==> src/hdl/clifford_cl3_multivector_alu_core_assert.svh <==
// Assertion macros for the Cl(3,0) multivector ALU.
// Used by the modules that check their own control logic.
`ifndef CLIFFORD_CL3_MULTIVECTOR_ALU_CORE_ASSERT_SVH
`define CLIFFORD_CL3_MULTIVECTOR_ALU_CORE_ASSERT_SVH
// Checks that a condition implies a consequence in the same cycle.
`define CL3_ASSERT_IMP(lbl, clk, rst_n, ante, cons) \
    lbl: assert property (@(posedge clk) disable iff (!rst_n) (ante) |-> (cons)) \
        else $error("assertion failed");
// Checks that a condition implies a consequence in the next cycle.
`define CL3_ASSERT_NEXT(lbl, clk, rst_n, ante, cons) \
    lbl: assert property (@(posedge clk) disable iff (!rst_n) (ante) |=> (cons)) \
        else $error("assertion failed");
`endif

==> src/hdl/cl3_pkg.sv <==
// Package for the Cl(3,0) multivector ALU: widths, command codes, blade tables.
// No dependencies.
package cl3_pkg;
    localparam int COMPONENT_WIDTH = 16;
    localparam int FRACTION_BITS   = 12;
    localparam int LANE_BITS       = 16;
    localparam int NCOMP           = 8;
    localparam int CMD_W           = 4;
    // Exact products of two components, summed over eight terms.
    localparam int PROD_W          = 2 * COMPONENT_WIDTH + 4;
    localparam int SCALE_W         = COMPONENT_WIDTH + 16;

    typedef logic signed [COMPONENT_WIDTH-1:0] t_comp;
    typedef t_comp [NCOMP-1:0] t_mv;
    typedef logic signed [PROD_W-1:0] t_acc;
    typedef t_acc [NCOMP-1:0] t_acc_vec;

    typedef enum logic [CMD_W-1:0] {
        CMD_ADD      = 4'd0,
        CMD_SUB      = 4'd1,
        CMD_NEG      = 4'd2,
        CMD_SCALE    = 4'd3,
        CMD_REVERSE  = 4'd4,
        CMD_INVOLUTE = 4'd5,
        CMD_PROJECT  = 4'd6,
        CMD_GEOM     = 4'd7,
        CMD_OUTER    = 4'd8,
        CMD_INNER    = 4'd9,
        CMD_SANDWICH = 4'd10
    } t_cmd;

    // Product modes of the multiplier network.
    typedef enum logic [1:0] {
        MUL_GEOM  = 2'd0,
        MUL_OUTER = 2'd1,
        MUL_INNER = 2'd2
    } t_mul_mode;

    // Payload of one input transfer, operands packed four lanes per word.
    typedef struct packed {
        logic [CMD_W-1:0]   cmd;
        logic [3:0]         grade_sel;
        logic signed [15:0] scale_factor;
        logic [63:0]        a_low;
        logic [63:0]        a_high;
        logic [63:0]        b_low;
        logic [63:0]        b_high;
    } t_in_data;

    // Payload of one output transfer.
    typedef struct packed {
        logic [63:0] result_low;
        logic [63:0] result_high;
        logic        saturated;
    } t_out_data;

    // Command classification from the front end.
    typedef struct packed {
        logic [CMD_W-1:0] cmd;
        logic             valid_cmd;
        logic             is_product;
        logic             is_sandwich;
        t_mul_mode        mode;
        logic [3:0]       grade_sel;
        logic signed [15:0] scale_factor;
    } t_ctrl;

    typedef struct packed {
        t_ctrl ctrl;
        t_mv   a;
        t_mv   b;
    } t_item;

    typedef struct packed {
        t_mv  r;
        logic sat;
    } t_res;

    function automatic logic [2:0] blade_bits(input logic [2:0] k);
        case (k)
            3'd0: blade_bits = 3'd0;
            3'd1: blade_bits = 3'd1;
            3'd2: blade_bits = 3'd2;
            3'd3: blade_bits = 3'd4;
            3'd4: blade_bits = 3'd3;
            3'd5: blade_bits = 3'd5;
            3'd6: blade_bits = 3'd6;
            default: blade_bits = 3'd7;
        endcase
    endfunction

    function automatic logic [1:0] comp_grade(input logic [2:0] k);
        case (k)
            3'd0: comp_grade = 2'd0;
            3'd1, 3'd2, 3'd3: comp_grade = 2'd1;
            3'd4, 3'd5, 3'd6: comp_grade = 2'd2;
            default: comp_grade = 2'd3;
        endcase
    endfunction

    // Sign of the Euclidean blade product x*y: 1 if negative.
    function automatic logic blade_neg(input logic [2:0] x, input logic [2:0] y);
        logic s;
        s = (x[1] & y[0]) ^ (x[2] & y[0]) ^ (x[2] & y[1]);
        return s;
    endfunction

    function automatic t_comp sat_acc(input t_acc v, output logic f);
        t_acc hi;
        t_acc lo;
        hi = t_acc'((1 <<< (COMPONENT_WIDTH - 1)) - 1);
        lo = -hi - t_acc'(1);
        f = 1'b0;
        if (v > hi) begin
            f = 1'b1;
            return t_comp'(hi);
        end
        if (v < lo) begin
            f = 1'b1;
            return t_comp'(lo);
        end
        return t_comp'(v);
    endfunction
endpackage

==> src/hdl/cl3_fifo.sv <==
// Two-entry queue between the front end and the execution pipeline.
// Depends on cl3_pkg and the assertion macro header.
`include "clifford_cl3_multivector_alu_core_assert.svh"
module cl3_fifo (
    input  logic           i_clk,
    input  logic           i_rst_n,
    input  logic           i_valid,
    output logic           o_ready,
    input  cl3_pkg::t_item i_item,
    output logic           o_valid,
    input  logic           i_ready,
    output cl3_pkg::t_item o_item
);
    import cl3_pkg::*;

    t_item      r_mem [2];
    logic       r_wptr;
    logic       r_rptr;
    logic [1:0] r_count;
    logic       wr;
    logic       rd;

    assign o_ready = (r_count != 2'd2);
    assign o_valid = (r_count != 2'd0);
    assign o_item  = r_mem[r_rptr];
    assign wr = i_valid && o_ready;
    assign rd = o_valid && i_ready;

    always_ff @(posedge i_clk) begin
        if (!i_rst_n) begin
            r_wptr  <= 1'b0;
            r_rptr  <= 1'b0;
            r_count <= 2'd0;
        end else begin
            if (wr) r_wptr <= !r_wptr;
            if (rd) r_rptr <= !r_rptr;
            r_count <= r_count + {1'b0, wr} - {1'b0, rd};
        end
        if (wr) begin
            r_mem[r_wptr] <= i_item;
        end
    end

    `CL3_ASSERT_IMP(a_count_range, i_clk, i_rst_n, 1'b1, r_count <= 2'd2)
    `CL3_ASSERT_IMP(a_ptr_match, i_clk, i_rst_n, r_count != 2'd1, r_wptr == r_rptr)
    `CL3_ASSERT_NEXT(a_fill, i_clk, i_rst_n, wr && !rd, r_count == $past(r_count) + 2'd1)
endmodule

==> config.mk <==
export PLATFORM = sky130hd
export DESIGN_NAME = cl3_fifo
export DESIGN_NICKNAME = d
export VERILOG_FILES = /design/src/hdl/cl3_pkg.sv /design/src/hdl/cl3_fifo.sv
export VERILOG_INCLUDE_DIRS = /design/src /design/src/hdl
export SDC_FILE = /design/constraint.sdc
export NUM_CORES = 1
export LEC_CHECK = 0
export CAP_MARGIN = 20
export CORE_AREA = 2 2 224 226
export CTS_BUF_LIST = sky130_fd_sc_hd__clkbuf_16
export DETAILED_ROUTE_END_ITERATION = 8
export DIE_AREA = 0 0 226 228
export DONT_BUFFER_PORTS = 1
export PLACE_DENSITY = 0.58
export SKIP_CTS_REPAIR_TIMING = 1
export SLEW_MARGIN = 0
export SYNTH_ARGS = -nofsm -noshare
export SYNTH_HDL_FRONTEND = slang
export SYNTH_SLANG_ARGS = --single-unit
==> constraint.sdc <==
create_clock -name i_clk -period 9.2 [get_ports i_clk]
set_clock_uncertainty 0.1 [all_clocks]
set_input_delay 1.84 -clock i_clk [delete_from_list [all_inputs] [get_ports i_clk]]
set_output_delay 1.84 -clock i_clk [all_outputs]
set_load 0.02 [all_outputs]
==> results of run 1 <==
[logic make-up after synthesis]
family / Yosys count / synth area share
flip-flops: 575 / 0.787
multiplexers: 285 / 0.190
buffers and inverters: 34 / 0.0160
AND/OR/NAND/NOR: 15 / 0.00401
AO/OA/AOI/OAI: 6 / 0.00200
XOR/XNOR: 1 / 0.000401
adder cells (fa/ha/maj): 1 / 0.000572
[layer usage]
metal,GRT usage,share of wire
met5,0,0
met4,0.0563,0.028
met3,0.0975,0.13
met2,0.282,0.51
met1,0.158,0.32
[power groups by stage]
| stage | sequential [µW] | combinational, µW | clock (µW) |
|---|---|---|---|
| finish | 3270 | 1470 | 2400 |
| floorplan | 3360 | 1320 | 0 |
| CTS | 3280 | 1490 | 2470 |
| global route | 3300 | 1530 | 2570 |
| detailed placement | 3330 | 1490 | 0 |
| global placement | 3320 | 1490 | 0 |
[layout make-up]
type | count | area share
clock buffer | 61 | 0.0624
tap | 672 | 0.0344
multi-input combinational | 308 | 0.176
clock inverter | 45 | 0.0185
sequential | 575 | 0.704
timing repair buffer | 7 | 0.00419
inverter | 2 | 0.000614
[layout by cell type (no fill, tap or decap), drive strengths merged, types with 2 or more instances in the layout]
cell and n:
dfxtp 5, clkinvlp 2, clkinv 24, clkbuf 61, edfxtp 570, mux2 285, o21ai 2, inv 12
bufinv 9, buf 7, and3 2, nor2 4
[Yosys cell counts (all sizes together)]
master  instances  area, µm²
nand2b          1       6.26
o21ba           1       10.0
mux2          285       4150
nand3           1       5.00
o31a            1       8.76
a21oi           1       5.00
nor4            1       6.26
and2            1       6.26
nor2            4       15.0
ha              1       12.5
nor3            1       5.00
and3            2       12.5
nand3b          1       7.51
and2b           1       7.51
nor4bb          1       10.0
xor2            1       8.76
inv             2       7.51
o21ai           2       10.0
buf            32        342
or2             1       6.26
a21bo           1       10.0
edfxtp        570      17100
dfxtp           5        100
[final timing paths]
path	to	cells past startpoint	startpoint
hold reg to reg	r_rptr	2	r_rptr
hold / removal	r_rptr	2	r_rptr
setup / recovery	o_item[0]	2	flip-flop
setup reg to reg	r_mem[1][54]	4	r_count[0]
[through the flow]
step	hold slack (ns)	power, µW	util	setup slack (ns)
after floorplan	0.372	4680	-	0.0403
after global routing	0.480	7400	0.496	4.16
final	0.407	7140	0.496	4.31
after global placement	0.384	4810	0.456	4.86
after detailed placement	0.395	4820	0.456	4.83
after CTS	0.415	7240	0.496	4.26
[sequential cells by signal (all words and copies together) (netlist names), named ones only]
| register | cells |
|---|---|
| r_rptr | 1 |
| r_count | 2 |
| r_mem | 570 |
| r_wptr | 1 |
[critical path, stage by stage, from the launching register on]
cell     delay [ns]
dfxtp_4        0.92
buf_12         0.62
mux2_2         0.49
==> results.sh, run 1 <==
export IMPL_r2r_slack_ns=5.87
export IMPL_drv_cap=0
export IMPL_final_min_clock_period_ns=4.89
export IMPL_core_um2=49300
export IMPL_status="finished, final reports clean"
export IMPL_antenna_left=0
export IMPL_worstSetupPathType="flip-flop to output pin"
export IMPL_register_area_um2=17200
export IMPL_grt_pass1_vias=9072
export IMPL_slew_violations=0
export IMPL_place_inst=1564
export IMPL_min_path_type="flip-flop to flip-flop"
export IMPL_intPower_uw=5190
export IMPL_crit_fanout=122
export IMPL_dp_hpwl_um=28600
export IMPL_htreeDepth=2
export IMPL_cts_buffer_depth=3
export IMPL_switchingPower_uw=1950
export IMPL_fp_dieArea_um2=51500
export IMPL_syn_instance_count=917
export IMPL_fill_cells=3906
export IMPL_grt_use_total=0.163
export IMPL_yosysSeqAreaShare=0.787
export IMPL_clkSlewWorstSetupHoldPaths_ns=0.06
export IMPL_placed_cell_area_um2=22500
export IMPL_wl_per_cell_um=26.0
export IMPL_finalHoldViolations=0
export IMPL_tritoncts="done"
export IMPL_final_cells=1670
export IMPL_min_period_over_period=0.531
export IMPL_max_slew_margin_rel=0.263
export IMPL_grt_max_degree=149
export IMPL_ys_warn_count=0
export IMPL_multi_input_area_um2=4310
export IMPL_drt_wl_total_um=43400
export IMPL_initial_core_util=0.443
export IMPL_arrival_ns=2.95
export IMPL_grt_overflow=0
export IMPL_combPwrFrac=0.205
export IMPL_synth_cell_types=25
export IMPL_gp_congestion=0.749
export IMPL_antenna_cells=0
export IMPL_die_h_um=228
export IMPL_swShare=0.273
export IMPL_design_area_um2=24500
export IMPL_cts_made_buffers=58
export IMPL_leakage_uw=0.00842
export IMPL_cts_sinks=575
export IMPL_antenna_found_initial=0
export IMPL_syn_cell_area_um2=21900
export IMPL_syn_area_per_cell_um2=23.8
export IMPL_p_clk_frac=0.336
export IMPL_rows=82
export IMPL_end_kind="output pin"
export IMPL_insertion_delay_ns=0.59
export IMPL_die_x_um=226
export IMPL_power_density_nw_per_um2=292
export IMPL_power_share_sequential=0.458
export IMPL_viasPerCell=5.09
export IMPL_layout_nets=1242
export IMPL_tightest_slew_ns=1.11
export IMPL_grt_pass1_wl_um=60800
export IMPL_cp_start_kind="flip-flop"
export IMPL_rsz0062_at_grt="no"
export IMPL_root_buffer="clkbuf_16"
export IMPL_cp_required_ns=7.26
export IMPL_synthToLayoutAreaGrowth_pct=11.9
export IMPL_synth_net_count=1207
export IMPL_vias=8492
export IMPL_io_buffers=0
export IMPL_vdd_ir_drop_worst_v=0.000181
export IMPL_max_freq_ghz=0.205
export IMPL_tns_ns=0
export IMPL_post_route_drc_count=0
export IMPL_dr_pass1_iters=4
export IMPL_finalSetupViolCount=0
export IMPL_drive_gt1_frac=0.391
export IMPL_drtIter0Drc=502
export IMPL_ys_seq_elements=575
export IMPL_ios=576
Note: power is estimated with default switching activity, not from simulation.
==> inputs of run 2 (changes only) <==
--- a/config.mk
+++ b/config.mk
@@ -7,10 +7,10 @@
 export NUM_CORES = 1
 export LEC_CHECK = 0
 export CAP_MARGIN = 20
-export CORE_AREA = 2 2 224 226
+export CORE_AREA = 2 2 221 223
 export CTS_BUF_LIST = sky130_fd_sc_hd__clkbuf_16
 export DETAILED_ROUTE_END_ITERATION = 8
-export DIE_AREA = 0 0 226 228
+export DIE_AREA = 0 0 223 225
 export DONT_BUFFER_PORTS = 1
 export PLACE_DENSITY = 0.58
 export SKIP_CTS_REPAIR_TIMING = 1
==> constraint.sdc (replaced) <==
create_clock -name i_clk -period 4.6 [get_ports i_clk]
set_clock_uncertainty 0.1 [all_clocks]
set_input_delay 0.92 -clock i_clk [delete_from_list [all_inputs] [get_ports i_clk]]
set_output_delay 0.92 -clock i_clk [all_outputs]
set_load 0.02 [all_outputs]
==> results.sh, run 2 (synthesis results as in run 1) <==
export IMPL_leakage_uw=0.00843
export IMPL_cts_made_buffers=57
export IMPL_rows=80
export IMPL_finalHoldViolations=0
export IMPL_root_buffer="clkbuf_16"
export IMPL_die_x_um=223
export IMPL_grt_use_total=0.177
export IMPL_max_freq_ghz=0.295
export IMPL_antenna_left=0
export IMPL_multi_input_area_um2=4310
export IMPL_reg_largest_list="r_mem (570), r_count (2)"
export IMPL_fill_cells=3676
export IMPL_reg2reg_from="r_count[0]"
export IMPL_cp_top_family="flip-flops"
export IMPL_min_period_over_period=0.737
export IMPL_r2r_slack_ns=2.10
export IMPL_arrival_ns=2.37
export IMPL_design_area_um2=24300
export IMPL_initial_core_util=0.460
export IMPL_fp_dieArea_um2=50200
export IMPL_max_slew_margin_rel=0.508
export IMPL_reg2regPathDepth=4
export IMPL_worst_path_buf_inv=1
export IMPL_drtIter0Drc=459
export IMPL_worst_hold_path_endpoint="r_mem[0][126]"
export IMPL_r2r_end="r_mem[0][276]"
export IMPL_wl_per_cell_um=28.3
export IMPL_slew_violations=0
export IMPL_dr_pass1_iters=4
export IMPL_tns_ns=0
export IMPL_end_kind="output pin"
export IMPL_grt_pass1_wl_um=63200
export IMPL_min_path_type="input port to flip-flop"
export IMPL_place_inst=1523
export IMPL_core_um2=47500
export IMPL_die_h_um=225
export IMPL_min_from="i_item[126]"
export IMPL_crit_path_cell_trace="buf_4 -> mux2_4"
export IMPL_viasPerCell=5.26
export IMPL_clkSlewWorstSetupHoldPaths_ns=0.06
export IMPL_whs_path_depth=0
export IMPL_final_min_clock_period_ns=3.39
export IMPL_worstSetupPathType="flip-flop to output pin"
export IMPL_final_cell_mix="edfxtp_1 (570), mux2_4 (250), clkbuf_16 (59)"
export IMPL_crit_fanout=39
export IMPL_drt_wl_total_um=46100
export IMPL_grt_pass1_vias=8845
export IMPL_register_area_um2=17200
export IMPL_drive_gt1_frac=0.383
export IMPL_dp_hpwl_um=32400
export IMPL_layout_nets=1257
export IMPL_critical_path_max_stage_delay_ns=0.80
export IMPL_status="finished, final reports clean"
export IMPL_antenna_found_initial=3
export IMPL_grt_overflow=0
export IMPL_cts_buffer_depth=3
export IMPL_drv_cap=0
export IMPL_largest_register="r_mem"
export IMPL_largest_register_ffs=570
export IMPL_synthToLayoutAreaGrowth_pct=11.4
export IMPL_path_depth=2
export IMPL_vias=8576
export IMPL_tightest_slew_ns=0.738
export IMPL_placed_cell_area_um2=22600
export IMPL_vdd_ir_drop_worst_v=0.000356
export IMPL_io_buffers=0
export IMPL_post_route_drc_count=0
export IMPL_cp_start_kind="flip-flop"
export IMPL_grt_max_degree=76
export IMPL_htreeDepth=2
export IMPL_power_density_nw_per_um2=569
export IMPL_final_cells=1630
export IMPL_rsz0062_at_grt="no"
export IMPL_cts_sinks=575
export IMPL_crit_slowest_cell="dfxtp_4"
export IMPL_cp_required_ns=3.58
export IMPL_ios=576
export IMPL_finalSetupViolCount=0
export IMPL_gp_congestion=0.801
export IMPL_tritoncts="done"
export IMPL_insertion_delay_ns=0.59
export IMPL_final_common_cell="edfxtp_1"
## run 2: cell type report
class | count | area share
flip-flops and latches | 575 | 0.707
multi-input cells | 308 | 0.177
clock buffers | 59 | 0.0606
well taps | 615 | 0.0316
repair buffers | 23 | 0.0117
clock inverters | 44 | 0.0112
inverters | 2 | 0.000462
diodes | 4 | 0.000411
## run 2: layer usage
metal,vias to the layer above,global-route usage,wire (µm)
met5,-,0,13
met2,398,0.302,23200
met1,4322,0.172,15100
met3,86,0.112,6370
li1,3768,-,-
met4,2,0.0699,1540
## run 2: worst reg2reg max path: cells and delay by family (launching register included)
kind | cells | cell delay (ns)
flip-flops | 1 | 0.35
AND/OR/NAND/NOR | 2 | 0.54
buffers and inverters | 2 | 1.06
## run 2: how the worst max path moves through the flow
| stage | from | endpoint | slack, ns |
|---|---|---|---|
| finish | flip-flop | o_item[192] | 1.21 |
| global route | flip-flop | o_item[189] | 1.09 |
| CTS | flip-flop | o_item[141] | 1.13 |
| detailed placement | flip-flop | o_item[141] | 1.79 |
| global placement | flip-flop | o_item[2] | 1.79 |
| floorplan | i_valid | r_mem[0][0] | -1.21 |
## run 2: per-stage QoR
step           total power (µW)   util  setup slack, ns  hold slack (ns)
6_report                  13800  0.512             1.21            0.316
2_1_floorplan              9290      -            -1.21            0.372
5_1_grt                   14400  0.512             1.09            0.274
3_5_place_dp               9710  0.475             1.79            0.393
4_1_cts                   14000  0.512             1.13            0.264
3_3_place_gp               9690  0.475             1.79            0.386
## run 2: power breakdown
part | total [µW] | leakage, µW | internal (µW) | switching (µW)
registers | 6540 | 0.00537 | 6370 | 170
logic | 3010 | 0.00213 | 1150 | 1860
clock network | 4300 | 0.000932 | 2470 | 1840
