### src/hdl/clifford_cl3_multivector_alu_core_assert.svh
// Assertion macros for the Cl(3,0) multivector ALU.
// Used by the modules that check their own control logic.
`ifndef CLIFFORD_CL3_MULTIVECTOR_ALU_CORE_ASSERT_SVH
`define CLIFFORD_CL3_MULTIVECTOR_ALU_CORE_ASSERT_SVH
// Checks that a condition implies a consequence in the same cycle.
`define CL3_ASSERT_IMP(lbl, clk, rst_n, ante, cons) \
    lbl: assert property (@(posedge clk) disable iff (!rst_n) (ante) |-> (cons)) \
        else $error("assertion failed");
// Checks that a condition implies a consequence in the next cycle.
`define CL3_ASSERT_NEXT(lbl, clk, rst_n, ante, cons) \
    lbl: assert property (@(posedge clk) disable iff (!rst_n) (ante) |=> (cons)) \
        else $error("assertion failed");
`endif

### src/hdl/cl3_pkg.sv
// Package for the Cl(3,0) multivector ALU: widths, command codes, blade tables.
// No dependencies.
package cl3_pkg;
    localparam int COMPONENT_WIDTH = 16;
    localparam int FRACTION_BITS   = 12;
    localparam int LANE_BITS       = 16;
    localparam int NCOMP           = 8;
    localparam int CMD_W           = 4;
    // Exact products of two components, summed over eight terms.
    localparam int PROD_W          = 2 * COMPONENT_WIDTH + 4;
    localparam int SCALE_W         = COMPONENT_WIDTH + 16;

    typedef logic signed [COMPONENT_WIDTH-1:0] t_comp;
    typedef t_comp [NCOMP-1:0] t_mv;
    typedef logic signed [PROD_W-1:0] t_acc;
    typedef t_acc [NCOMP-1:0] t_acc_vec;

    typedef enum logic [CMD_W-1:0] {
        CMD_ADD      = 4'd0,
        CMD_SUB      = 4'd1,
        CMD_NEG      = 4'd2,
        CMD_SCALE    = 4'd3,
        CMD_REVERSE  = 4'd4,
        CMD_INVOLUTE = 4'd5,
        CMD_PROJECT  = 4'd6,
        CMD_GEOM     = 4'd7,
        CMD_OUTER    = 4'd8,
        CMD_INNER    = 4'd9,
        CMD_SANDWICH = 4'd10
    } t_cmd;

    // Product modes of the multiplier network.
    typedef enum logic [1:0] {
        MUL_GEOM  = 2'd0,
        MUL_OUTER = 2'd1,
        MUL_INNER = 2'd2
    } t_mul_mode;

    // Payload of one input transfer, operands packed four lanes per word.
    typedef struct packed {
        logic [CMD_W-1:0]   cmd;
        logic [3:0]         grade_sel;
        logic signed [15:0] scale_factor;
        logic [63:0]        a_low;
        logic [63:0]        a_high;
        logic [63:0]        b_low;
        logic [63:0]        b_high;
    } t_in_data;

    // Payload of one output transfer.
    typedef struct packed {
        logic [63:0] result_low;
        logic [63:0] result_high;
        logic        saturated;
    } t_out_data;

    // Command classification from the front end.
    typedef struct packed {
        logic [CMD_W-1:0] cmd;
        logic             valid_cmd;
        logic             is_product;
        logic             is_sandwich;
        t_mul_mode        mode;
        logic [3:0]       grade_sel;
        logic signed [15:0] scale_factor;
    } t_ctrl;

    typedef struct packed {
        t_ctrl ctrl;
        t_mv   a;
        t_mv   b;
    } t_item;

    typedef struct packed {
        t_mv  r;
        logic sat;
    } t_res;

    function automatic logic [2:0] blade_bits(input logic [2:0] k);
        case (k)
            3'd0: blade_bits = 3'd0;
            3'd1: blade_bits = 3'd1;
            3'd2: blade_bits = 3'd2;
            3'd3: blade_bits = 3'd4;
            3'd4: blade_bits = 3'd3;
            3'd5: blade_bits = 3'd5;
            3'd6: blade_bits = 3'd6;
            default: blade_bits = 3'd7;
        endcase
    endfunction

    function automatic logic [1:0] comp_grade(input logic [2:0] k);
        case (k)
            3'd0: comp_grade = 2'd0;
            3'd1, 3'd2, 3'd3: comp_grade = 2'd1;
            3'd4, 3'd5, 3'd6: comp_grade = 2'd2;
            default: comp_grade = 2'd3;
        endcase
    endfunction

    // Sign of the Euclidean blade product x*y: 1 if negative.
    function automatic logic blade_neg(input logic [2:0] x, input logic [2:0] y);
        logic s;
        s = (x[1] & y[0]) ^ (x[2] & y[0]) ^ (x[2] & y[1]);
        return s;
    endfunction

    function automatic t_comp sat_acc(input t_acc v, output logic f);
        t_acc hi;
        t_acc lo;
        hi = t_acc'((1 <<< (COMPONENT_WIDTH - 1)) - 1);
        lo = -hi - t_acc'(1);
        f = 1'b0;
        if (v > hi) begin
            f = 1'b1;
            return t_comp'(hi);
        end
        if (v < lo) begin
            f = 1'b1;
            return t_comp'(lo);
        end
        return t_comp'(v);
    endfunction
endpackage

### src/hdl/cl3_front.sv
// Front end: decodes lanes and classifies the command into a control struct.
// Depends on cl3_pkg.
module cl3_front (
    input  logic                   i_clk,
    input  logic                   i_rst_n,
    input  logic                   i_valid,
    output logic                   o_ready,
    input  logic [3:0]             i_cmd,
    input  logic [3:0]             i_grade_sel,
    input  logic signed [15:0]     i_scale_factor,
    input  logic [63:0]            i_a_low,
    input  logic [63:0]            i_a_high,
    input  logic [63:0]            i_b_low,
    input  logic [63:0]            i_b_high,
    output logic                   o_valid,
    input  logic                   i_ready,
    output cl3_pkg::t_item         o_item
);
    import cl3_pkg::*;

    logic  r_valid;
    t_item r_item;
    t_item n_item;

    assign o_ready = !r_valid || i_ready;
    assign o_valid = r_valid;
    assign o_item  = r_item;

    always_comb begin
        for (int k = 0; k < 4; k++) begin
            n_item.a[k]   = t_comp'(i_a_low[LANE_BITS*k +: COMPONENT_WIDTH]);
            n_item.a[k+4] = t_comp'(i_a_high[LANE_BITS*k +: COMPONENT_WIDTH]);
            n_item.b[k]   = t_comp'(i_b_low[LANE_BITS*k +: COMPONENT_WIDTH]);
            n_item.b[k+4] = t_comp'(i_b_high[LANE_BITS*k +: COMPONENT_WIDTH]);
        end
        n_item.ctrl.cmd          = i_cmd;
        n_item.ctrl.grade_sel    = i_grade_sel;
        n_item.ctrl.scale_factor = i_scale_factor;
        n_item.ctrl.valid_cmd    = (i_cmd <= CMD_SANDWICH);
        n_item.ctrl.is_product   = (i_cmd == CMD_GEOM) || (i_cmd == CMD_OUTER)
                                   || (i_cmd == CMD_INNER) || (i_cmd == CMD_SANDWICH);
        n_item.ctrl.is_sandwich  = (i_cmd == CMD_SANDWICH);
        case (i_cmd)
            CMD_OUTER: n_item.ctrl.mode = MUL_OUTER;
            CMD_INNER: n_item.ctrl.mode = MUL_INNER;
            default:   n_item.ctrl.mode = MUL_GEOM;
        endcase
    end

    always_ff @(posedge i_clk) begin
        if (!i_rst_n) begin
            r_valid <= 1'b0;
        end else if (o_ready) begin
            r_valid <= i_valid;
        end
        if (i_valid && o_ready) begin
            r_item <= n_item;
        end
    end
endmodule

### config.mk
export PLATFORM = sky130hd
export DESIGN_NAME = cl3_front
export DESIGN_NICKNAME = d
export VERILOG_FILES = /design/src/hdl/clifford_cl3_multivector_alu_core_assert.svh /design/src/hdl/cl3_pkg.sv /design/src/hdl/cl3_front.sv
export SDC_FILE = /design/constraint.sdc
export NUM_CORES = 1
export LEC_CHECK = 0
export BUFFER_PORTS_ARGS = -buffer_cell sky130_fd_sc_hd__buf_2
export CORE_AREA = 5 5 217 219
export DETAILED_ROUTE_END_ITERATION = 8
export DIE_AREA = 0 0 222 224
export MAX_ROUTING_LAYER = met4
export PLACE_DENSITY = 0.46
export SYNTH_ARGS = -nofsm -noshare
export SYNTH_HDL_FRONTEND = slang
export SYNTH_SLANG_ARGS = --single-unit
### constraint.sdc
create_clock -name i_clk -period 13.6 [get_ports i_clk]
set_input_delay 0.68 -clock i_clk [delete_from_list [all_inputs] [get_ports i_clk]]
set_output_delay 0.68 -clock i_clk [all_outputs]
set_load 0.005 [all_outputs]
==> flow_summary.ini, run 1 <==
[outcome]
outcome = finished clean

[routing]
drtPass1Iterations = 4
dr.first_iter.drc_count = 211
wl_per_cell_um = 17.46
vias = 5325
postRouteAntennaNets = 0
routed_wl_mm = 26.72
drc = 0
viasPerCell = 3.480

[min_path]
worstHoldStart = i_b_high[9]
min_path_type = in2reg

[power_and_ir_drop]
power_density_mw_per_mm2 = 146.2
vdd_drop_max_uv = 100.4
leakagePower_nw = 5.511

[timing]
setup_violations = 0
fmax_mhz = 315.7
period_share_pct = 23.29
hold_viol_final = 0
maxSlewViolCount = 0
period_minus_slack_ns = 3.167
skew_ns = 0.01554
tightest_slew_ns = 1.010
setup_tns_ns = 0
setup_slack_ns = 10.43
hold-worst-slack_ns = 0.2815
slew_headroom_pct = 32.66
rsz0062_at_grt = no

[placed_design]
dp_hpwl_mm = 20.83
post_dp_cell_area_mm2 = 0.01231
dp_slack_ns = 9.791
place_inst = 1471
portBuffers = 570
place_congestion = 0.8060

[cells_and_area]
fillers = 4546
drive_gt1_share_pct = 66.85
final_cell_area_mm2 = 0.01323
final_cell_count_no_fill = 1530
area_growth_pct = 52.34
fin_nets = 1188

[clocking]
path_clk_slew_ns = 0.06
cts.sinks = 286
cts-root-buf = clkbuf_16
clockBufferDepth = 3
cts_tree = built
postCtsSetupRepairBufs = 0
cts-hold-fix-buffers = 0
clkLatencyLatePin_ns = 0.56
cts_resized = 0
htree_levels = 1
cts_made_buffers = 31

[floorplan]
die_w_um = 222
coreArea_mm2 = 0.04489
io_pins = 571
die-area_mm2 = 0.04973
rows = 78
die_h_um = 224
start_util_pct = 19.35

[worst_setup_path]
r2r-start = o_valid$_SDFFE_PN0P_
cp_max_fo = 78
end_kind = flop
arrival_ns = 3.34
reg2regPathDepth = 4
critPathLaunch = o_valid$_SDFFE_PN0P_
regToRegEndpoint = o_item[103]$_DFFE_PP_
critPathCapture = o_item[103]$_DFFE_PP_
startpoint_type = flop
worst-r2r-setup-slack_ns = 10.43
required_ns = 13.78
crit_type = reg2reg

[yosys]
synth_top_area_cell = edfxtp_1
avgSynthCellArea_um2 = 29.14
syn_inst = 298
synth_fp_nets = 582
synth-seq-area-share_pct = 98.78
netlist_top_cells_area = edfxtp_1, nand2b_4, nor3b_2
ys_ff_latch = 286
synth_top_cell_area_share_pct = 98.54
syn-cell-area_mm2 = 0.008685
yosys_warnings = 0
synth_cell_type_count = 12

[global_route]
grt_overflow = 0
grtUsageTotal_pct = 10.14
grt_pass1_wl_mm = 37.07
grt_max_degree = 81
antenna_found_initial = 4
grt_pass1_vias = 5814

[job]
maxCapViolCount = 0
[worst max-delay path, stage by stage (launching register included)]
cell and delay (ns):
dfxtp_1 0.33, nand2b_4 0.07, and2_4 0.65, buf_4 0.77, buf_4 0.85
[sequential cells by signal (all words and copies together) (netlist names)]
| signal | cells |
|---|---|
| o_item | 285 |
| o_valid | 1 |
[Yosys cell counts]
cell type / count
a21boi_1: 1
o21ai_2: 1
nand2b_4: 2
inv_1: 1
dfxtp_1: 1
nor3_1: 1
and2_1: 1
and2_4: 1
nand4b_1: 1
nor3b_2: 2
o21ai_1: 1
edfxtp_1: 285
[kinds of logic after synthesis]
group / after synthesis / share of synthesized area (%)
buf+inv: 1 / 0.04318
flops: 286 / 98.78
simple gates: 8 / 0.9365
compound gates: 3 / 0.2449
[per-layer routing]
layer,up-vias,share of wire [%],GRT usage (%)
li1,2436,-,-
met3,38,8.0,3.040
met1,2570,36,10.95
met4,0,2.0,2.744
met5,-,0,-
met2,281,53,18.23
[per-stage QoR]
step,power [mW],util (%)
floorplan,1.102,-
global placement,1.195,27.43
detailed placement,1.196,27.43
CTS,1.976,29.45
global route,2.020,29.47
finish,1.934,29.47
[report_power, final]
group	internal, mW	switching (mW)	leakage (nW)
Clock	0.432	0.329	0.443
Sequential	1.03	0.0122	2.77
Combinational	0.0609	0.0665	2.30
[layout by cell type (no fill, tap or decap), drive strengths merged]
master and count:
a21boi 1, and2 2, buf 573, bufinv 1, clkbuf 37, clkinv 15, clkinvlp 1, dfxtp 1
diode 4, edfxtp 285, inv 2, nand2b 2, nand4b 1, nor3 1, nor3b 2, o21ai 2
[area by class of cell]
| cell class | count | area, µm² | share of cell area [%] |
|---|---|---|---|
| flip-flops and latches | 286 | 8578 | 64.84 |
| repair buffers | 573 | 2875 | 21.73 |
| clock buffers | 37 | 798.3 | 6.034 |
| well taps | 600 | 750.7 | 5.674 |
| clock inverters | 18 | 108.9 | 0.8228 |
| multi-input cells | 11 | 105.1 | 0.7944 |
| diodes | 4 | 10.01 | 0.07566 |
| inverters | 1 | 3.754 | 0.02837 |
[how the worst min path moves through the flow]
stage / endpoint / cells past startpoint / slack, ns
3_5_place_dp: o_valid$_SDFFE_PN0P_ / 2 / 0.49
4_1_cts: o_item[150]$_DFFE_PP_ / 1 / 0.23
2_1_floorplan: o_valid$_SDFFE_PN0P_ / 2 / 0.51
6_report: o_item[73]$_DFFE_PP_ / 1 / 0.28
3_3_place_gp: o_valid$_SDFFE_PN0P_ / 2 / 0.50
5_1_grt: o_item[49]$_DFFE_PP_ / 1 / 0.24
No activity file was read; power rests on OpenSTA's default activity.
==> run 2: changes to the inputs <==
- CORE_AREA: 5 5 217 219 -> 5 5 218 220
- DIE_AREA: 0 0 222 224 -> 0 0 223 225
- clock period: 13.6 -> 3 ns (I/O delays scaled with it)
==> run 2 against run 1 <==
Power rose to 4.7 times the previous value. Global-route usage rose by 1.7 points. Combinational power rose to 7.2 times the previous value. Critical path depth shrank 1. Worst setup slack lost 9.2 ns. Clock skew is 0.0039 ns lower. Sequential power rose to 4.5 times the previous value. Via count rose by 22%. Flip-flop and latch count is the same. Maximum frequency increased by 83%. Register-to-register slack got worse by 9.2 ns. Largest power group unchanged. Critical path type unchanged. Clock-buffer cell count rose by 3. Critical endpoint is now o_item[170]$_DFFE_PP_.
==> flow_summary.ini, run 2 (synthesis gave the netlist of run 1 again) <==
[routing]
routed_wl_mm = 31.10
dr.first_iter.drc_count = 230
drtPass1Iterations = 4
drc = 0
postRouteAntennaNets = 0
wl_per_cell_um = 17.07
vias = 6508
viasPerCell = 3.572

[worst_setup_path]
required_ns = 3.23
max_stage_delay_ns = 0.54
crit_chain = nand2b_4, and2_4, buf_4
path_buf_inv = 1
startpoint_type = flop
crit_family = simple AND/OR/NAND/NOR gates
end_kind = flop
arrival_ns = 1.95
crit_path_top_delay_cell = and2_4
crit_type = reg2reg
cp_max_fo = 35

[job]
maxCapViolCount = 0

[global_route]
grt_pass1_vias = 7403
grt_pass1_wl_mm = 44.43
grtUsageTotal_pct = 11.82
grt_max_degree = 54
antenna_found_initial = 4
grt_overflow = 0

[cells_and_area]
fin_nets = 1481
multiInputGateArea_um2 = 105.1
fillers = 4331
area_growth_pct = 86.16
regArea_mm2 = 0.008578
layout_commonest_cell = buf_2
layout_common_cells = buf_2, edfxtp_1, dlygate4sd3_1, clkbuf_16, buf_4
largest_reg_flops = 285
drive_gt1_share_pct = 51.52

[clocking]
path_clk_slew_ns = 0.06
cts.sinks = 286
cts-hold-fix-buffers = 282
cts_tree = built
cts_made_buffers = 31
clockBufferDepth = 3
htree_levels = 1
clkLatencyLatePin_ns = 0.56
cts_resized = 0
cts-root-buf = clkbuf_16
postCtsSetupRepairBufs = 0

[power_and_ir_drop]
vdd_drop_max_uv = 463.8
leakagePower_nw = 6.747
power.total_mw = 9.099
power_density_mw_per_mm2 = 562.8

[placed_design]
dp_hpwl_mm = 22.55
place_congestion = 0.8458
portBuffers = 570

[floorplan]
coreArea_mm2 = 0.04509
die-area_mm2 = 0.05018
io_pins = 571
rows = 78
die_h_um = 225
start_util_pct = 19.26
die_w_um = 223

[timing]
maxSlewViolCount = 0
rsz0062_at_grt = no
tightest_slew_ns = 0.6183
skew_ns = 0.01167
hold_viol_final = 0
slew_headroom_pct = 58.78
period_share_pct = 57.56
period_minus_slack_ns = 1.727
setup_violations = 0
setup_tns_ns = 0
fmax_mhz = 579.1

[outcome]
outcome = finished clean

[min_path]
min_path_type = in2reg
## run 2: stage by stage
| stage | util, % | setup WS, ns | hold WS, ns | cell area (µm²) | std cells |
|---|---|---|---|---|---|
| 2_1_floorplan | - | 0.1504 | 0.2489 | 8687 | 298 |
| 3_3_place_gp | 27.58 | 1.239 | 0.3266 | 12430 | 1482 |
| 3_5_place_dp | 27.58 | 1.214 | 0.3281 | 12430 | 1482 |
| 4_1_cts | 35.84 | 1.206 | 0.2527 | 16160 | 1819 |
| 5_1_grt | 35.86 | 1.158 | 0.2628 | 16170 | 1822 |
| 6_report | 35.86 | 1.273 | 0.2961 | 16170 | 1822 |
## run 2: layout make-up
class                      instances  area share, %
timing repair buffer             866          35.99
clock inverter                    15         0.5804
antenna                            3        0.04644
clock buffer                      40          5.007
multi-input combinational         11         0.6501
sequential                       286          53.06
inverter                           1        0.02322
tap                              600          4.644
## run 2: report_power, final
group / total, mW / internal, mW / switching (mW)
Combinational: 0.918 / 0.536 / 0.382
Sequential: 4.74 / 4.68 / 0.0617
Clock: 3.44 / 1.96 / 1.48
Total: 9.10 / 7.18 / 1.92
## run 2: final timing paths
kind	startpoint	slack, ns	cells past startpoint	to
setup / recovery	o_valid$_SDFFE_PN0P_	1.27	3	o_item[170]$_DFFE_PP_
hold / removal	i_b_low[24]	0.30	2	o_item[24]$_DFFE_PP_
setup reg to reg	o_valid$_SDFFE_PN0P_	1.27	3	o_item[170]$_DFFE_PP_
hold reg to reg	o_valid$_SDFFE_PN0P_	1.05	2	o_item[137]$_DFFE_PP_
## run 2: metal layers
metal / vias up / track usage [%] / part of all wire (%)
met5: - / - / 0
met4: 0 / 3.439 / 3.2
met3: 70 / 3.712 / 8.1
met2: 323 / 21.03 / 52
met1: 3093 / 12.73 / 37
li1: 3022 / - / -
==> run 3: changes to the inputs <==
- clock period: 3 -> 1.65 ns (I/O delays scaled with it)
==> run 3 against run 2 <==
Die area did not move. Sequential share of layout area fell by 0.37 points. Clock skew up 0.013 ns. Register-to-register slack got worse by 1.0 ns. Highest routed layer unchanged.
==> flow_summary.ini, run 3 (synthesis gave the netlist of run 1 again) <==
[min_path]
hold_depth = 2
worstHoldStart = i_b_low[44]
min_path_type = in2reg
hold_path_end = o_item[44]$_DFFE_PP_

[timing]
rsz0062_at_grt = no
skew_ns = 0.02442
period_share_pct = 85.58
period_minus_slack_ns = 1.412
fmax_mhz = 708.2
setup_tns_ns = 0
setup_violations = 0
slew_headroom_pct = 80.53
hold_viol_final = 0
tightest_slew_ns = 0.2921
maxSlewViolCount = 0

[global_route]
grt_pass1_vias = 7436
grt_use_met2_pct = 20.79
gr-usage-met1_pct = 12.64
grt_max_degree = 38
grtUsageTotal_pct = 11.73
antenna_found_initial = 3
use_met3_pct = 3.400
busiest_layer = met2
grt_overflow = 0
grt_pass1_wl_mm = 44.22

[job]
maxCapViolCount = 0

[routing]
postRouteAntennaNets = 0
viasPerCell = 3.541
wl_per_cell_um = 16.91
drc = 0
vias = 6466
dr.first_iter.drc_count = 267
drtPass1Iterations = 4
routed_wl_mm = 30.88

[cells_and_area]
area_growth_pct = 87.49
largest_reg_flops = 285
post-route-util_pct = 36.11
layout_common_cells = buf_2, edfxtp_1, dlygate4sd3_1, clkbuf_16, clkinv_1
fin_nets = 1485
layout_commonest_cell = buf_2
drive_gt1_share_pct = 51.92

[worst_setup_path]
end_kind = flop
required_ns = 1.90
arrival_ns = 1.66
regToRegEndpoint = o_item[266]$_DFFE_PP_
cp_max_fo = 37
critPathLaunch = o_valid$_SDFFE_PN0P_
r2r-start = o_valid$_SDFFE_PN0P_
crit_type = reg2reg
startpoint_type = flop
reg2regPathDepth = 4
worst-r2r-setup-slack_ns = 0.24

[clocking]
cts-hold-fix-buffers = 282
cts_tree = built
cts.sinks = 286
cts_made_buffers = 31
cts_resized = 0
path_clk_slew_ns = 0.06
clkLatencyLatePin_ns = 0.56
postCtsSetupRepairBufs = 0
cts-root-buf = clkbuf_16
htree_levels = 1
clockBufferDepth = 3

[power_and_ir_drop]
vdd_drop_max_uv = 716.9
leakagePower_nw = 6.806
power_density_mw_per_mm2 = 1021

[placed_design]
portBuffers = 570
place_congestion = 0.7847
dp_hpwl_mm = 22.75

[floorplan]
coreArea_mm2 = 0.04509
die_w_um = 223
die_h_um = 225
die-area_mm2 = 0.05018
start_util_pct = 19.26
rows = 78
io_pins = 571

[outcome]
outcome = finished clean
[run 3: worst max path at each step]
stage,to,slack (ns),depth (start not counted)
after floorplan,o_item[0]$_DFFE_PP_,-1.18,2
after global placement,o_item[8]$_DFFE_PP_,0.27,4
after detailed placement,o_item[266]$_DFFE_PP_,0.25,4
after CTS,o_item[163]$_DFFE_PP_,0.22,4
after global routing,o_item[163]$_DFFE_PP_,0.17,4
final,o_item[266]$_DFFE_PP_,0.24,4
[run 3: final cells by class]
| cell class | count | area [µm²] |
|---|---|---|
| fill | 4314 | 28810 |
| sequential | 286 | 8579 |
| timing repair buffer | 870 | 5923 |
| clock buffer | 36 | 794.5 |
| tap | 600 | 750.7 |
| clock inverter | 19 | 118.9 |
| multi-input combinational | 11 | 105.1 |
| antenna | 3 | 7.507 |
| inverter | 1 | 3.754 |
[run 3: worst max-delay path: stages (launching register included)]
cell and delay, ns:
dfxtp_2 0.33, nand2b_4 0.07, and2_4 0.17, buf_12 0.23, buf_12 0.24
[run 3: routing by layer]
metal	share of wire, %	vias up
li1	-	3029
met1	37	3050
met2	52	331
met3	8.4	56
met4	3.1	0
met5	0	-
[run 3: metrics by stage]
| step | hold WS, ns | power [mW] | instance area (µm²) | instances | worst slack, ns |
|---|---|---|---|---|---|
| floorplan | 0.1814 | 8.994 | 8688 | 298 | -1.182 |
| global placement | 0.2591 | 9.944 | 12540 | 1486 | 0.2682 |
| detailed placement | 0.2606 | 9.959 | 12540 | 1486 | 0.2503 |
| CTS | 0.1766 | 16.88 | 16280 | 1823 | 0.2170 |
| global route | 0.1995 | 17.33 | 16280 | 1826 | 0.1720 |
| finish | 0.2228 | 16.63 | 16280 | 1826 | 0.2379 |
[run 3: where the power goes]
group | internal (mW) | switching, mW
sequential | 8.51 | 0.111
clock | 3.57 | 2.73
combinational | 1.01 | 0.700
total | 13.1 | 3.54
